### src/hw/rtl/prid_pkg.sv
// Package for the pairwise residue identity distance core.
// Holds the payload structs, the state enum, controller/datapath handshake structs and constants.
// No dependencies.
package prid_pkg;

  // Residue that is always blank
  localparam logic [7:0]  GapChar    = 8'h2D;
  localparam logic [7:0]  IndetReset = 8'd88;

  // Counters saturate at 65536
  localparam logic [16:0] CountLimit = 17'd65536;
  localparam logic [16:0] OneQ16     = 17'd65536;

  // One integer quotient bit plus sixteen fraction bits
  localparam logic [4:0]  DivSteps   = 5'd17;

  localparam int unsigned AddrW      = 3;
  localparam logic        RegIndet   = 1'b0;

  typedef struct packed {
    logic [7:0] residue_a;
    logic [7:0] residue_b;
    logic       last_column;
  } prid_in_t;

  typedef struct packed {
    logic [16:0] distance;
    logic [16:0] match_total;
    logic [16:0] compared_total;
    logic        no_compared;
  } prid_out_t;

  typedef enum logic [0:0] {
    ST_COUNT,
    ST_DIVIDE
  } prid_state_t;

  typedef struct packed {
    logic cnt_en;
    logic snap;
    logic div_step;
    logic out_load;
  } prid_cmd_t;

  typedef struct packed {
    logic div_done;
  } prid_status_t;

endpackage

### src/hw/rtl/prid_ctrl.sv
// Controller for the pairwise residue identity distance core.
// Sequences column counting, the serial divide and the output register.
// Depends on prid_pkg.
module prid_ctrl import prid_pkg::*; (
  input  logic         clk,
  input  logic         rst_n,
  input  logic         in_valid,
  input  logic         in_last,
  output logic         in_stall,
  output logic         out_valid,
  input  logic         out_stall,
  input  prid_status_t status,
  output prid_cmd_t    cmd
);

  prid_state_t state_r, state_nxt;
  logic        out_valid_r, out_valid_nxt;
  logic        out_free;
  logic        accept;

  always_ff @(posedge clk) begin
    if (!rst_n) begin
      state_r     <= ST_COUNT;
      out_valid_r <= 1'b0;
    end else begin
      state_r     <= state_nxt;
      out_valid_r <= out_valid_nxt;
    end
  end

  always_comb begin
    state_nxt     = state_r;
    out_free      = !out_valid_r || !out_stall;
    // Non-last columns keep streaming during a divide; hold off the next last one
    in_stall      = (state_r == ST_DIVIDE) && in_last;
    accept        = in_valid && !in_stall;
    cmd           = '0;
    cmd.cnt_en    = accept;
    out_valid_nxt = out_valid_r && out_stall;

    unique case (state_r)
      ST_COUNT: begin
        if (accept && in_last) begin
          cmd.snap  = 1'b1;
          state_nxt = ST_DIVIDE;
        end
      end
      ST_DIVIDE: begin
        if (!status.div_done) begin
          cmd.div_step = 1'b1;
        end else if (out_free) begin
          cmd.out_load  = 1'b1;
          out_valid_nxt = 1'b1;
          state_nxt     = ST_COUNT;
        end
      end
      default: state_nxt = ST_COUNT;
    endcase
  end

  assign out_valid = out_valid_r;

  a_divide_holds: assert property (@(posedge clk) disable iff (!rst_n)
    (state_r == ST_DIVIDE && !status.div_done) |=> (state_r == ST_DIVIDE))
    else $error("divide left before all quotient bits were produced");

  a_snap_enters_divide: assert property (@(posedge clk) disable iff (!rst_n)
    cmd.snap |=> (state_r == ST_DIVIDE && !status.div_done))
    else $error("last column did not start a divide");

  a_load_only_when_free: assert property (@(posedge clk) disable iff (!rst_n)
    cmd.out_load |-> (!out_valid_r || !out_stall))
    else $error("output register overwritten before transfer");

endmodule

### src/hw/rtl/prid_dp.sv
// Datapath for the pairwise residue identity distance core.
// Column counters, indeterminate-symbol register, restoring divider, result register.
// Depends on prid_pkg.
module prid_dp import prid_pkg::*; (
  input  logic               clk,
  input  logic               rst_n,
  input  prid_in_t           in_data,
  input  prid_cmd_t          cmd,
  output prid_status_t       status,
  output prid_out_t          out_data,
  input  logic               cfg_wr,
  input  logic               cfg_sel,
  input  logic [7:0]         cfg_wdata,
  output logic [7:0]         indet
);

  logic [7:0]  indet_r;
  logic [16:0] match_cnt_r, match_cnt_nxt;
  logic [16:0] cmp_cnt_r, cmp_cnt_nxt;
  logic [16:0] rem_r, den_r, quo_r, hold_m_r;
  logic [4:0]  steps_r;
  prid_out_t   out_r;

  logic        blank_a, blank_b, both_blank, cmp_full, is_match;
  logic [16:0] cmp_inc, match_inc, cmp_upd, match_upd;
  logic        ge;
  logic [16:0] diff, rem_sel;

  always_comb begin
    blank_a    = (in_data.residue_a == GapChar) || (in_data.residue_a == indet_r);
    blank_b    = (in_data.residue_b == GapChar) || (in_data.residue_b == indet_r);
    both_blank = blank_a && blank_b;
    cmp_full   = cmp_cnt_r >= CountLimit;
    cmp_inc    = cmp_full ? CountLimit : cmp_cnt_r + 17'd1;
    match_inc  = (match_cnt_r >= CountLimit) ? CountLimit : match_cnt_r + 17'd1;
    // Keep matches no larger than compared columns under saturation
    is_match   = !blank_a && !blank_b && (in_data.residue_a == in_data.residue_b) &&
                 !(cmp_full && (match_cnt_r >= cmp_inc));
    cmp_upd    = both_blank ? cmp_cnt_r : cmp_inc;
    match_upd  = (!both_blank && is_match) ? match_inc : match_cnt_r;

    match_cnt_nxt = match_cnt_r;
    cmp_cnt_nxt   = cmp_cnt_r;
    if (cmd.cnt_en) begin
      if (in_data.last_column) begin
        match_cnt_nxt = '0;
        cmp_cnt_nxt   = '0;
      end else begin
        match_cnt_nxt = match_upd;
        cmp_cnt_nxt   = cmp_upd;
      end
    end

    ge      = rem_r >= den_r;
    diff    = rem_r - den_r;
    rem_sel = ge ? diff : rem_r;
  end

  always_ff @(posedge clk) begin
    if (!rst_n) begin
      indet_r     <= IndetReset;
      match_cnt_r <= '0;
      cmp_cnt_r   <= '0;
      steps_r     <= '0;
    end else begin
      if (cfg_wr && (cfg_sel == RegIndet)) begin
        indet_r <= cfg_wdata;
      end
      match_cnt_r <= match_cnt_nxt;
      cmp_cnt_r   <= cmp_cnt_nxt;
      if (cmd.snap) begin
        steps_r <= DivSteps;
      end else if (cmd.div_step) begin
        steps_r <= steps_r - 5'd1;
      end
    end
  end

  // Restoring divide of match/compared, one quotient bit per cycle
  always_ff @(posedge clk) begin
    if (cmd.snap) begin
      rem_r    <= match_upd;
      den_r    <= cmp_upd;
      hold_m_r <= match_upd;
      quo_r    <= '0;
    end else if (cmd.div_step) begin
      rem_r <= {rem_sel[15:0], 1'b0};
      quo_r <= {quo_r[15:0], ge};
    end
    if (cmd.out_load) begin
      out_r.distance       <= (den_r == '0) ? '0 : OneQ16 - quo_r;
      out_r.match_total    <= hold_m_r;
      out_r.compared_total <= den_r;
      out_r.no_compared    <= (den_r == '0);
    end
  end

  assign status.div_done = (steps_r == '0);
  assign out_data        = out_r;
  assign indet           = indet_r;

  a_match_bounded: assert property (@(posedge clk) disable iff (!rst_n)
    match_cnt_r <= cmp_cnt_r)
    else $error("match count exceeds compared count");

  a_counters_cleared: assert property (@(posedge clk) disable iff (!rst_n)
    (cmd.cnt_en && in_data.last_column) |=> (match_cnt_r == '0 && cmp_cnt_r == '0))
    else $error("counters not cleared after last column");

  a_steps_loaded: assert property (@(posedge clk) disable iff (!rst_n)
    cmd.snap |=> (steps_r == DivSteps))
    else $error("divide step count not loaded");

endmodule

### src/hw/rtl/pairwise_residue_identity_distance_core.sv
// Top level of the pairwise residue identity distance core.
// Joins the controller and datapath and decodes the register port.
// Depends on prid_pkg, prid_ctrl and prid_dp.

// Residue columns of an aligned pair are taken at one per cycle. A column
// whose residues are both blank ('-' or the programmed indeterminate symbol)
// is skipped; otherwise it counts as compared, and as a match when both are
// non-blank and equal. Both counters saturate at 65536. The column marked
// last closes the pair: a restoring divider then forms the quotient one bit
// per cycle, so the result (distance = 65536 - floor(65536*match/compared),
// both counts, and no_compared when nothing was compared) goes to an output
// register once the divide is done and that register is free, and is held
// there until transferred. Columns of the next pair keep streaming during
// the divide; only its last column waits until that result is loaded. The
// indeterminate symbol sits at byte address 0 and resets to 'X'; the user
// must write it only while the core is idle, which the core does not enforce.
module pairwise_residue_identity_distance_core import prid_pkg::*; (
  input  logic              clk,
  input  logic              rst_n,
  input  logic              in_valid,
  output logic              in_stall,
  input  prid_in_t          in_data,
  output logic              out_valid,
  input  logic              out_stall,
  output prid_out_t         out_data,
  input  logic              psel,
  input  logic              penable,
  input  logic              pwrite,
  input  logic [AddrW-1:0]  paddr,
  input  logic [31:0]       pwdata,
  output logic [31:0]       prdata,
  output logic              pready
);

  prid_cmd_t    cmd;
  prid_status_t status;
  logic         cfg_wr;
  logic [7:0]   indet;

  assign pready = 1'b1;
  assign cfg_wr = psel && penable && pwrite;
  assign prdata = (paddr[2] == RegIndet) ? {24'd0, indet} : 32'd0;

  prid_ctrl u_ctrl (
    .clk       (clk),
    .rst_n     (rst_n),
    .in_valid  (in_valid),
    .in_last   (in_data.last_column),
    .in_stall  (in_stall),
    .out_valid (out_valid),
    .out_stall (out_stall),
    .status    (status),
    .cmd       (cmd)
  );

  prid_dp u_dp (
    .clk       (clk),
    .rst_n     (rst_n),
    .in_data   (in_data),
    .cmd       (cmd),
    .status    (status),
    .out_data  (out_data),
    .cfg_wr    (cfg_wr),
    .cfg_sel   (paddr[2]),
    .cfg_wdata (pwdata[7:0]),
    .indet     (indet)
  );

endmodule
### config.mk
export PLATFORM = sky130hd
export DESIGN_NAME = pairwise_residue_identity_distance_core
export DESIGN_NICKNAME = d
export VERILOG_FILES = /design/src/hw/rtl/prid_pkg.sv /design/src/hw/rtl/prid_ctrl.sv /design/src/hw/rtl/prid_dp.sv /design/src/hw/rtl/pairwise_residue_identity_distance_core.sv
export SDC_FILE = /design/constraint.sdc
export NUM_CORES = 1
export LEC_CHECK = 0
export BUFFER_PORTS_ARGS = -buffer_cell sky130_fd_sc_hd__buf_4
export CAP_MARGIN = 20
export CORE_MARGIN = 1
export CORE_UTILIZATION = 49
export CTS_CLUSTER_SIZE = 16
export DETAILED_ROUTE_END_ITERATION = 10
export GPL_TIMING_DRIVEN = 0
export PLACE_DENSITY_LB_ADDON = 0.2
export SYNTH_ARGS = -nofsm -noshare
export SYNTH_HDL_FRONTEND = slang
export SYNTH_HIERARCHICAL = 1
export SYNTH_SLANG_ARGS = --single-unit
### constraint.sdc
create_clock -name clk -period 6.8 [get_ports clk]
set_input_delay 0.34 -clock clk [delete_from_list [all_inputs] [get_ports clk]]
set_output_delay 0.34 -clock clk [all_outputs]
set_load 0.02 [all_outputs]
# Yosys cells after proc, flatten, opt, wreduce, memory -nomap -nowiden
# Index checks and enable logic that the tools add are counted.
# totals
elab_cells,83
reg_bits,169
output_inout_bits,87
# op_classes
eq_ne,5
magnitude_cmp,4
n_reduce_logical,27
add_sub_neg,5
n_mux,24
bitwise_logic,3
# ops
op,n
$mux 17,8
$add 17x1->17 const B,2
$ge 17x17->1,2
$ge 17x17->1 const B,2
$eq 8x8->1,3
$logic_not 17->1,1
$sub 17x17->17 const A,1
$eq 8x6->1 const B,2
$mux 16,1
$sub 16x16->16,1
$logic_and 1x1->1,13
$mux 1,10
$mux 5,2
$mux 8,1
$logic_not 1->1,7
$logic_not 5->1,1
$sub 5x1->5 const B,1
$logic_or 1x1->1,3
$not 1->1,3
$mux 2,1
$pmux 1 s2,1
$reduce_bool 2->1,1
$reduce_or 2->1,1

# Depth between registers and ports, before layout
# Gate-level depths: netlist (run 1).
# logic_depth
depth_word,9
depth_mapped,18
mapped_depth_nobuf,15

# By module
# Netlist (run 1), hierarchy kept.
# modules_own_cells
mod,seq_area_each_um2,cells_each,area_each_um2,instances
prid_dp,4374.2,909,9090.0,1
pairwise_residue_identity_distance_core,0.0,36,251.5,1
prid_ctrl,40.0,15,108.9,1

# Worst setup path before layout (run 1)
# Ideal clock, no wire load.
# synth_path
path_type,register to register
start,register u_dp.steps_r[0]
end,"register u_dp.out_r, in the netlist u_dp/out_data[0], enable pin"
n_path_buf,0
path_stages_with_launch,6
setup_slack_ps,2778
required_ps,6321
arrival_ps,3543
period_less_slack_ps,4022
setup_time_ps,479
path_cell_list,dfxtp_1 -> inv_1 -> ha_1 -> nor4b_1 -> nand2_1 -> a21oi_1
# synth_rtl
element,line,rtl
start: declaration,prid_dp.sv:21,logic [4:0] steps_r;
start signal: assignment,prid_dp.sv:72,steps_r <= DivSteps;
start signal: assignment,prid_dp.sv:74,steps_r <= steps_r - 5'd1;
end: declaration,prid_dp.sv:22,prid_out_t out_r;

# Worst setup path in the final report (run 1)
# layout_path
start,register u_dp.cmp_cnt_r[3]
end,"register u_dp.rem_r[13], data pin"
# layout_via
elab_chain_len,9
word_cells_on_any_way,10
# layout_rtl
element,line,rtl
start: declaration,prid_dp.sv:19,"logic [16:0] cmp_cnt_r, cmp_cnt_nxt;"
start signal: assignment,prid_dp.sv:70,cmp_cnt_r <= cmp_cnt_nxt;
$add 17x1->17 / $ge 17x17->1 (equally long branches),"prid_dp.sv:34, prid_dp.sv:33",
$mux 17,prid_dp.sv:34,cmp_inc = cmp_full ? CountLimit : cmp_cnt_r + 17'd1;
$ge 17x17->1,prid_dp.sv:38,!(cmp_full && (match_cnt_r >= cmp_inc));
$logic_and 1x1->1 *,prid_dp.sv:38,
$logic_not 1->1 *,prid_dp.sv:38,
$logic_and 1x1->1 *,prid_dp.sv:37,is_match = !blank_a && !blank_b && (in_data.residue_a == in_data.residue_b) &&
$logic_and 1x1->1 *,prid_dp.sv:40,match_upd = (!both_blank && is_match) ? match_inc : match_cnt_r;
$mux 17 *,prid_dp.sv:40,
via u_dp.match_upd[13],prid_dp.sv:25,"logic [16:0] cmp_inc, match_inc, cmp_upd, match_upd;"
$mux 17 *,prid_dp.sv:81,if (cmd.snap) begin
end signal: assignment,prid_dp.sv:82,rem_r <= match_upd;
end signal: assignment,prid_dp.sv:87,"rem_r <= {rem_sel[15:0], 1'b0};"
end: declaration,prid_dp.sv:20,"logic [16:0] rem_r, den_r, quo_r, hold_m_r;"
# The timed path passes the listed nets; every way through them passes the cells marked *.
# A chain may end at the register's enable or synchronous reset.

==> impl_results.md, run 1 <==
- Crit path kind: reg2reg
- Synth Area per Inst: 9.84 µm²
- Cell with the largest stage delay on the worst path: sky130_fd_sc_hd__a221o_1
- TritonCTS Sinks: 169
- Post-route clock period utilization: between 60% and 70%
- Vias post-DR: ~7600
- Hold-fix buffers, CTS: 0
- Reg2reg start: u_dp/cmp_cnt_r[3]
- Final hold violations: 0
- Pin count of the biggest net entering global routing: 34
- Fmax: approximately 220 MHz
- Count of antenna-violating nets left after detailed routing: 0
- Worst min-delay path class: in2reg
- CP Data Required Time: 6.99 ns
- Proportion of power drawn by the clock network: a little under two fifths
- CP top delay family: compound AO/OA/AOI/OAI gates
- Status: completed
- CTS HTree Levels: 4
- Count of flip-flops with a built-in enable after synthesis: 103
- Drt wl/cell: roughly 17 µm
- Final setup violation count: 0
- Layout cells sized above 1: 17.6%
- Post-synthesis cell type with the largest combined area: sky130_fd_sc_hd__edfxtp_1
- Buffering stage count on the worst path with inverters included: 2
- Post-layout util: between 50% and 60%
- Hold path startpoint: pwdata[4]
- Hold Path Sink: u_dp/indet[4]
- Async S/R FF share, synth: 0%
- Multi-input combinational cell area: 4570 µm²
- Area after DPL: around 11000 µm²
- Fraction of the yosys area taken by sequential cells: about 47%
- Num CTS Buffers: 17
- Sw frac: 29.9%
- Post-Synthesis Cells: 960
- Number of max-slew violations in the final report: 0
- Count of cells resized by post-cts repair: 0
- Global-route usage over all layers: 24.0%
- Design area: 11200 µm²
- Slowest stage delay, CP: roughly 0.54 ns
- Register bit total from synthesis: 169
- Number of antenna violations at the first check in global routing: 0
- Lkg Pwr: roughly 4.5 nW
- DRC violation total after the first TritonRoute iteration: approximately 660
- Iteration count of the initial detailed-routing pass: 6
- RSZ-0062 raised after global routing: no
- Fin Setup TNS: 0 ns
- Initial core utilization: roughly half
- Peak fanout along the critical path: 10
- Count leader, synth: sky130_fd_sc_hd__edfxtp_1
- Synth top area share: 32.7%
- Hold Path Cell Cnt: 3
- Synthesized cell area: between 9000 and 10000 µm²
- Count of warnings emitted by yosys: 6
- Area of the die: between 15000 and 20000 µm²
- Number of global-route vias before repair: between 6000 and 7000
- Synth cell count leaders: sky130_fd_sc_hd__edfxtp_1 (103), sky130_fd_sc_hd__nor2_1 (96), sky130_fd_sc_hd__nand2_1 (67)
- Final RePlAce weighted congestion: 0.920
- Count of maximum capacitance violations: 0
- Int Power: between 0.0015 and 0.002 W
- Shortest clock period the worst path allows after layout: between 4 and 5 ns
- Power consumption: about 0.0027 W
- R2R Setup Slk: 2.26 ns
- Post-CTS Setup Bufs: 0
- # IOs: around 150
- TritonCTS clock tree: done
- Total congestion overflow after global routing: 0
- Headroom to the max-slew limit: 46.6%
- Arrival time of the worst setup path: 4.74 ns
- Antenna diodes: 0
- Overall die width: around 140 µm
- Final #Nets: 1200
- Vias per inst: 5.52
- CTS root buffer: sky130_fd_sc_hd__clkbuf_16
- Power density over the cells: 237 nW/µm²
- Deepest clock path buffer count: 2
- FP Rows: 50
- Detailed Place HPWL: between 15000 and 20000 µm
- Core Area: roughly 19000 µm²
- CP cell instances: clkbuf_1 > nand4_1 > nor3_1 > nand2_1 > or2_2 > a21o_1 > ha_1 > a21oi_1 > nor2_1 > a2111oi_0 > nand4b_1 > a31o_2 > clkbuf_1 > a221o_1 > a21o_1
- Nature of the critical path endpoint: register
- Comb pwr share: around 18%
- Ranking of synthesized cells by area: sky130_fd_sc_hd__edfxtp_1 (33%), sky130_fd_sc_hd__dfxtp_1 (14%), sky130_fd_sc_hd__ha_1 (5.4%)
- Total Routed Length: ~23000 µm
- Remaining DRCs: 0
- Number of distinct library cells after synthesis: 73
- Peak ir drop on the vdd network: 0.183 mV
- Signed area change from the synthesized netlist to the final layout: 19.0%
- Sequential share of power: between 40% and 50%
- Fin Clk Skew: 0.0130 ns
- Main synth FF type: sky130_fd_sc_hd__edfxtp_1
- Depth of the most critical reg-to-reg path: 15
- Startpoint type of the worst setup path: register
- # port buffers: 94
- Die Ht: between 100 and 150 µm
- End of the worst register-to-register path: u_dp/rem_r[13]
- Tightest Pin Transition: between 0.7 and 0.8 ns
- Clock transition at the registers of the reported paths: 0.08 ns
- Switching power: ~0.0008 W
- Register area: approximately 4400 µm²
- Filler Cells Inserted: around 1600
- Clk Latency, worst-skew pair: about 0.44 ns
- Global-route wire length before repair: 36500 µm
[final cells by class]
| type | instances | share of cell area [%] |
|---|---|---|
| buffer | 69 | 3.31 |
| clock buffer | 17 | 3.78 |
| clock inverter | 15 | 1.71 |
| inverter | 53 | 1.77 |
| multi-input combinational | 692 | 40.6 |
| sequential | 169 | 39.2 |
| tap | 260 | 2.89 |
| timing repair buffer | 97 | 6.67 |
[cells in the final DEF (no fill, tap or decap), types with 34 or more instances in the layout]
master                     instances
sky130_fd_sc_hd__nor2_1           95
sky130_fd_sc_hd__nand3_1          36
sky130_fd_sc_hd__nor2b_1          35
sky130_fd_sc_hd__nand2_1          67
sky130_fd_sc_hd__ha_1             41
sky130_fd_sc_hd__o21ai_0          34
sky130_fd_sc_hd__xnor2_1          37
sky130_fd_sc_hd__dfxtp_1          66
sky130_fd_sc_hd__a21oi_1          35
sky130_fd_sc_hd__buf_4           120
sky130_fd_sc_hd__inv_1            51
sky130_fd_sc_hd__edfxtp_1        103
[per-stage QoR]
stage	cells	worst slack, ns	hold WS, ns
4_1_cts	1372	2.29	0.0977
3_5_place_dp	1340	2.33	0.405
6_report	1372	2.26	0.108
5_1_grt	1372	2.11	0.122
2_1_floorplan	983	2.78	0.400
3_3_place_gp	1337	1.58	0.401
[registers in the layout, summed over array words and instances (netlist names)]
register          flops
u_ctrl/state_r        1
u_dp/quo_r           17
u_dp/indet            8
u_dp/den_r           17
u_ctrl/out_valid      1
u_dp/rem_r           17
u_dp/hold_m_r        17
u_dp/steps_r          5
u_dp/match_cnt_r     17
u_dp/out_data        52
u_dp/cmp_cnt_r       17
[worst register-to-register path, stage by stage (launching register included)]
cell	delay, ns
sky130_fd_sc_hd__dfxtp_1	0.32
sky130_fd_sc_hd__clkbuf_1	0.25
sky130_fd_sc_hd__nand4_1	0.19
sky130_fd_sc_hd__nor3_1	0.46
sky130_fd_sc_hd__nand2_1	0.18
sky130_fd_sc_hd__or2_2	0.31
sky130_fd_sc_hd__a21o_1	0.21
sky130_fd_sc_hd__ha_1	0.30
sky130_fd_sc_hd__a21oi_1	0.15
sky130_fd_sc_hd__nor2_1	0.06
sky130_fd_sc_hd__a2111oi_0	0.36
sky130_fd_sc_hd__nand4b_1	0.21
sky130_fd_sc_hd__a31o_2	0.29
sky130_fd_sc_hd__clkbuf_1	0.25
sky130_fd_sc_hd__a221o_1	0.54
sky130_fd_sc_hd__a21o_1	0.23
[routing by layer]
layer  GRT usage [%]  vias to the layer above  wire length, µm
met1            31.8                     3540            10400
li1                -                     3690                -
met3            4.62                       59             1310
met5               0                        -                0
met2            39.6                      282            11000
met4            7.72                        0              516
[power by group through the flow]
stage	logic, W	registers, W	clock network (W)
after floorplan	0.000323	0.00123	0
after global placement	0.000471	0.00121	0
after detailed placement	0.000483	0.00121	0
after CTS	0.000488	0.00119	0.00101
after global routing	0.000538	0.00119	0.00105
final	0.000489	0.00119	0.000991
[how the worst max path moves through the flow]
stage	start	end	slack, ns	cells after the start
2_1_floorplan	u_dp/steps_r[0]	u_dp/out_data[0]	2.78	5
3_3_place_gp	u_dp/steps_r[0]	u_dp/out_data[31]	1.58	5
3_5_place_dp	u_dp/cmp_cnt_r[3]	u_dp/rem_r[13]	2.33	15
4_1_cts	u_dp/cmp_cnt_r[3]	u_dp/rem_r[13]	2.29	15
5_1_grt	u_dp/cmp_cnt_r[3]	u_dp/rem_r[13]	2.11	15
6_report	u_dp/cmp_cnt_r[3]	u_dp/rem_r[13]	2.26	15
[cell families after synthesis]
| group | after synthesis | share of synthesized area, % |
|---|---|---|
| flops | 169 | 46.7 |
| other cells | 2 | 0.0795 |
| xor+xnor | 63 | 5.84 |
| mux | 38 | 4.21 |
| fa+ha+maj | 42 | 5.64 |
| compound gates | 183 | 13.4 |
| buf+inv | 122 | 6.05 |
| simple gates | 341 | 18.0 |
No activity file was read; power rests on OpenSTA's default activity.
==> run 2: changes to the inputs <==
- clock period: 6.8 -> 3.65 ns (I/O delays scaled with it)
==> impl_results.md, run 2 (synthesized netlist as in run 1, its figures left out) <==
- RSZ-0062 raised after global routing: yes (was no)
- Remaining DRCs: 0 (unchanged)
- Most common library cell in the layout ignoring fill and taps: sky130_fd_sc_hd__buf_4 (unchanged)
- Sw frac: 28.9% (was 29.9%)
- Lkg Pwr: 4.66 nW (was 4.49 nW)
- Power density over the cells: 419 nW/µm² (was 237 nW/µm²)
- Multi-input combinational cell area: 4760 µm² (was 4570 µm²)
- Hold Path Cell Cnt: 3 (unchanged)
- Drt wl/cell: 17.0 µm (was 16.9 µm)
- Comb pwr share: 18.9% (was 18.4%)
- Proportion of power drawn by the clock network: 35.6% (was 37.1%)
- Number of antenna violations at the first check in global routing: 0 (unchanged)
- Worst slack at placement: -0.619 ns (was 2.33 ns)
- Deepest clock path buffer count: 2 (unchanged)
- Register area: 4440 µm² (was 4410 µm²)
- Area of the die: 19800 µm² (unchanged)
- Headroom to the max-slew limit: 50.1% (was 46.6%)
- Nature of the critical path endpoint: register (unchanged)
- Signed area change from the synthesized netlist to the final layout: 22.8% (was 19.0%)
- CP cell instances: nand4_1 > buf_6 > nor3_4 > nand2_2 > or2_4 > a21o_1 > ha_4 > a21oi_4 > nor2_2 > a2111oi_2 > nand4b_1 > a31o_4 > buf_6 > a221o_1 > mux2_4 (was clkbuf_1 > nand4_1 > nor3_1 > nand2_1 > or2_2 > a21o_1 > ha_1 > a21oi_1 > nor2_1 > a2111oi_0 > nand4b_1 > a31o_2 > clkbuf_1 > a221o_1 > a21o_1)
- Clk Latency, worst-skew pair: 0.43 ns (was 0.44 ns)
- Sequential share of power: 45.5% (was 44.5%)
- Global-route wire length before repair: 37600 µm (was 36500 µm)
- Iteration count of the initial detailed-routing pass: 5 (was 6)
- Count of maximum capacitance violations: 0 (unchanged)
- # IOs: 146 (unchanged)
- Most Frequent Cell on Critical Path: sky130_fd_sc_hd__buf_6
- Number of global-route vias before repair: 7163 (was 6918)
- Vias per inst: 5.49 (was 5.52)
- Final #Nets: 1217 (was 1200)
- Crit path kind: reg2reg (unchanged)
- Int Power: 0.00345 W (was 0.00187 W)
- Total Routed Length: 23600 µm (was 23200 µm)
- Minimum setup slack in the final design: 0.0505 ns (was 2.26 ns)
- Initial core utilization: 50.2% (unchanged)
- Shortest clock period the worst path allows after layout: 3.60 ns (was 4.54 ns)
- Fmax: 278 MHz (was 220 MHz)
- Pin count of the biggest net entering global routing: 34 (unchanged)
- Top library cells by usage in the layout, fill and taps aside: sky130_fd_sc_hd__buf_4 (129), sky130_fd_sc_hd__edfxtp_1 (103), sky130_fd_sc_hd__nor2_1 (93) (was sky130_fd_sc_hd__buf_4 (120), sky130_fd_sc_hd__edfxtp_1 (103), sky130_fd_sc_hd__nor2_1 (95))
- Power consumption: 0.00486 W (was 0.00267 W)
- CTS HTree Levels: 4 (unchanged)
- Final RePlAce weighted congestion: 0.914 (was 0.920)
- Total congestion overflow after global routing: 0 (unchanged)
- Post-route clock period utilization: 98.6% (was 66.8%)
- Fin Clk Skew: 0.0104 ns (was 0.0130 ns)
- Vias post-DR: 7622 (was 7571)
- Antenna diodes: 0 (unchanged)
- Largest register FFs: 52 (unchanged)
- Clock transition at the registers of the reported paths: 0.07 ns (was 0.08 ns)
- Tightest Pin Transition: 0.749 ns (was 0.793 ns)
- Peak fanout along the critical path: 6 (was 10)
- Layout cells sized above 1: 21.3% (was 17.6%)
- Depth of the most critical reg-to-reg path: 15 (unchanged)
- Number of max-slew violations in the final report: 0 (unchanged)
- # port buffers: 94 (unchanged)
- DRC violation total after the first TritonRoute iteration: 591 (was 661)
- Switching power: 0.00141 W (was 0.000797 W)
- Peak ir drop on the vdd network: 0.336 mV (was 0.183 mV)
- TritonCTS Sinks: 169 (unchanged)
- Num CTS Buffers: 17 (unchanged)
- Status: completed (unchanged)
- FP Rows: 50 (unchanged)
- Final setup violation count: 0 (unchanged)
- CTS root buffer: sky130_fd_sc_hd__clkbuf_16 (unchanged)
- Final hold violations: 0 (unchanged)
- Core Area: 18800 µm² (unchanged)
- CP Data Required Time: 3.84 ns (was 6.99 ns)
- Filler Cells Inserted: 1575 (was 1616)
- Overall die width: 141 µm (unchanged)
- Arrival time of the worst setup path: 3.79 ns (was 4.74 ns)
- Count of antenna-violating nets left after detailed routing: 0 (unchanged)
- Worst min-delay path class: in2reg (unchanged)
- Post-layout util: 61.6% (was 59.7%)
- TritonCTS clock tree: done (unchanged)
- Slowest stage delay, CP: 0.39 ns (was 0.54 ns)
- Global-route usage over all layers: 24.5% (was 24.0%)
- Startpoint type of the worst setup path: register (unchanged)
- Die Ht: 141 µm (unchanged)
- Cell with the largest stage delay on the worst path: sky130_fd_sc_hd__a221o_1 (unchanged)
- Detailed Place HPWL: 17100 µm (was 17200 µm)
[run 2: changes by cell type in the layout (fill, tap and decap cells not counted), sizes merged]
cell / delta
buf: +13
clkinv: -3
clkinvlp: +3
dlygate4sd3: +5
inv: -1
[run 2: per-stage QoR]
step | hold slack (ns) | cells | cell area (µm²) | setup TNS, ns
2_1_floorplan | 0.307 | 983 | 9550 | 0
3_3_place_gp | 0.392 | 1337 | 10600 | -33.77
3_5_place_dp | 0.397 | 1340 | 10600 | -18.57
4_1_cts | 0.000171 | 1384 | 11400 | 0
5_1_grt | 0.0170 | 1389 | 11600 | -0.247
6_report | 0.0161 | 1389 | 11600 | 0
[run 2: worst max-delay path: cells and delay by family (launching register included)]
family / cells / cell delay [ns]
and+or+nand+nor: 6 / 0.89
muxes: 1 / 0.29
buffers and inverters: 2 / 0.30
adders and majority gates: 1 / 0.24
AOI/OAI and AO/OA: 5 / 1.25
DFF: 1 / 0.37
[run 2: power groups by stage]
stage               Sequential [W]  Clock (W)  Combinational [W]
floorplan                  0.00229          0           0.000602
global placement           0.00226          0           0.000875
detailed placement         0.00225          0           0.000896
CTS                        0.00221    0.00176           0.000909
global route               0.00222    0.00185            0.00101
finish                     0.00221    0.00173           0.000917
[run 2: cell type report]
type	count	area share (%)
Multi-Input combinational cell	692	41.0
Sequential cell	169	38.3
Timing Repair Buffer	115	7.94
Clock buffer	18	3.70
Buffer	68	3.39
Tap cell	260	2.80
Inverter	53	1.71
Clock inverter	14	1.19
[run 2: final timing paths]
path / start / to / slack, ns
max: u_dp/cmp_cnt_r[6] / u_dp/rem_r[14] / 0.05
min: pwdata[5] / u_dp/indet[5] / 0.02
max reg2reg: u_dp/cmp_cnt_r[6] / u_dp/rem_r[14] / 0.05
min reg2reg: u_dp/hold_m_r[4] / u_dp/out_data[22] / 0.42
[run 2: repair_timing]
action                     4_1_cts  5_1_grt
cloned                           1        1
pin swaps                       10        7
hold endpoints to repair         5        0
buffers inserted                 6        5
gates resized for setup         37       24
setup endpoints to repair       51       44
hold buffers                     5        0
[run 2: routing by layer]
| metal | part of all wire (%) | wire length (µm) | global-route usage, % |
|---|---|---|---|
| met5 | 0 | 0 | 0 |
| met4 | 2.4 | 577 | 8.92 |
| met3 | 6.0 | 1410 | 3.84 |
| met2 | 48 | 11200 | 40.7 |
| met1 | 44 | 10400 | 32.5 |
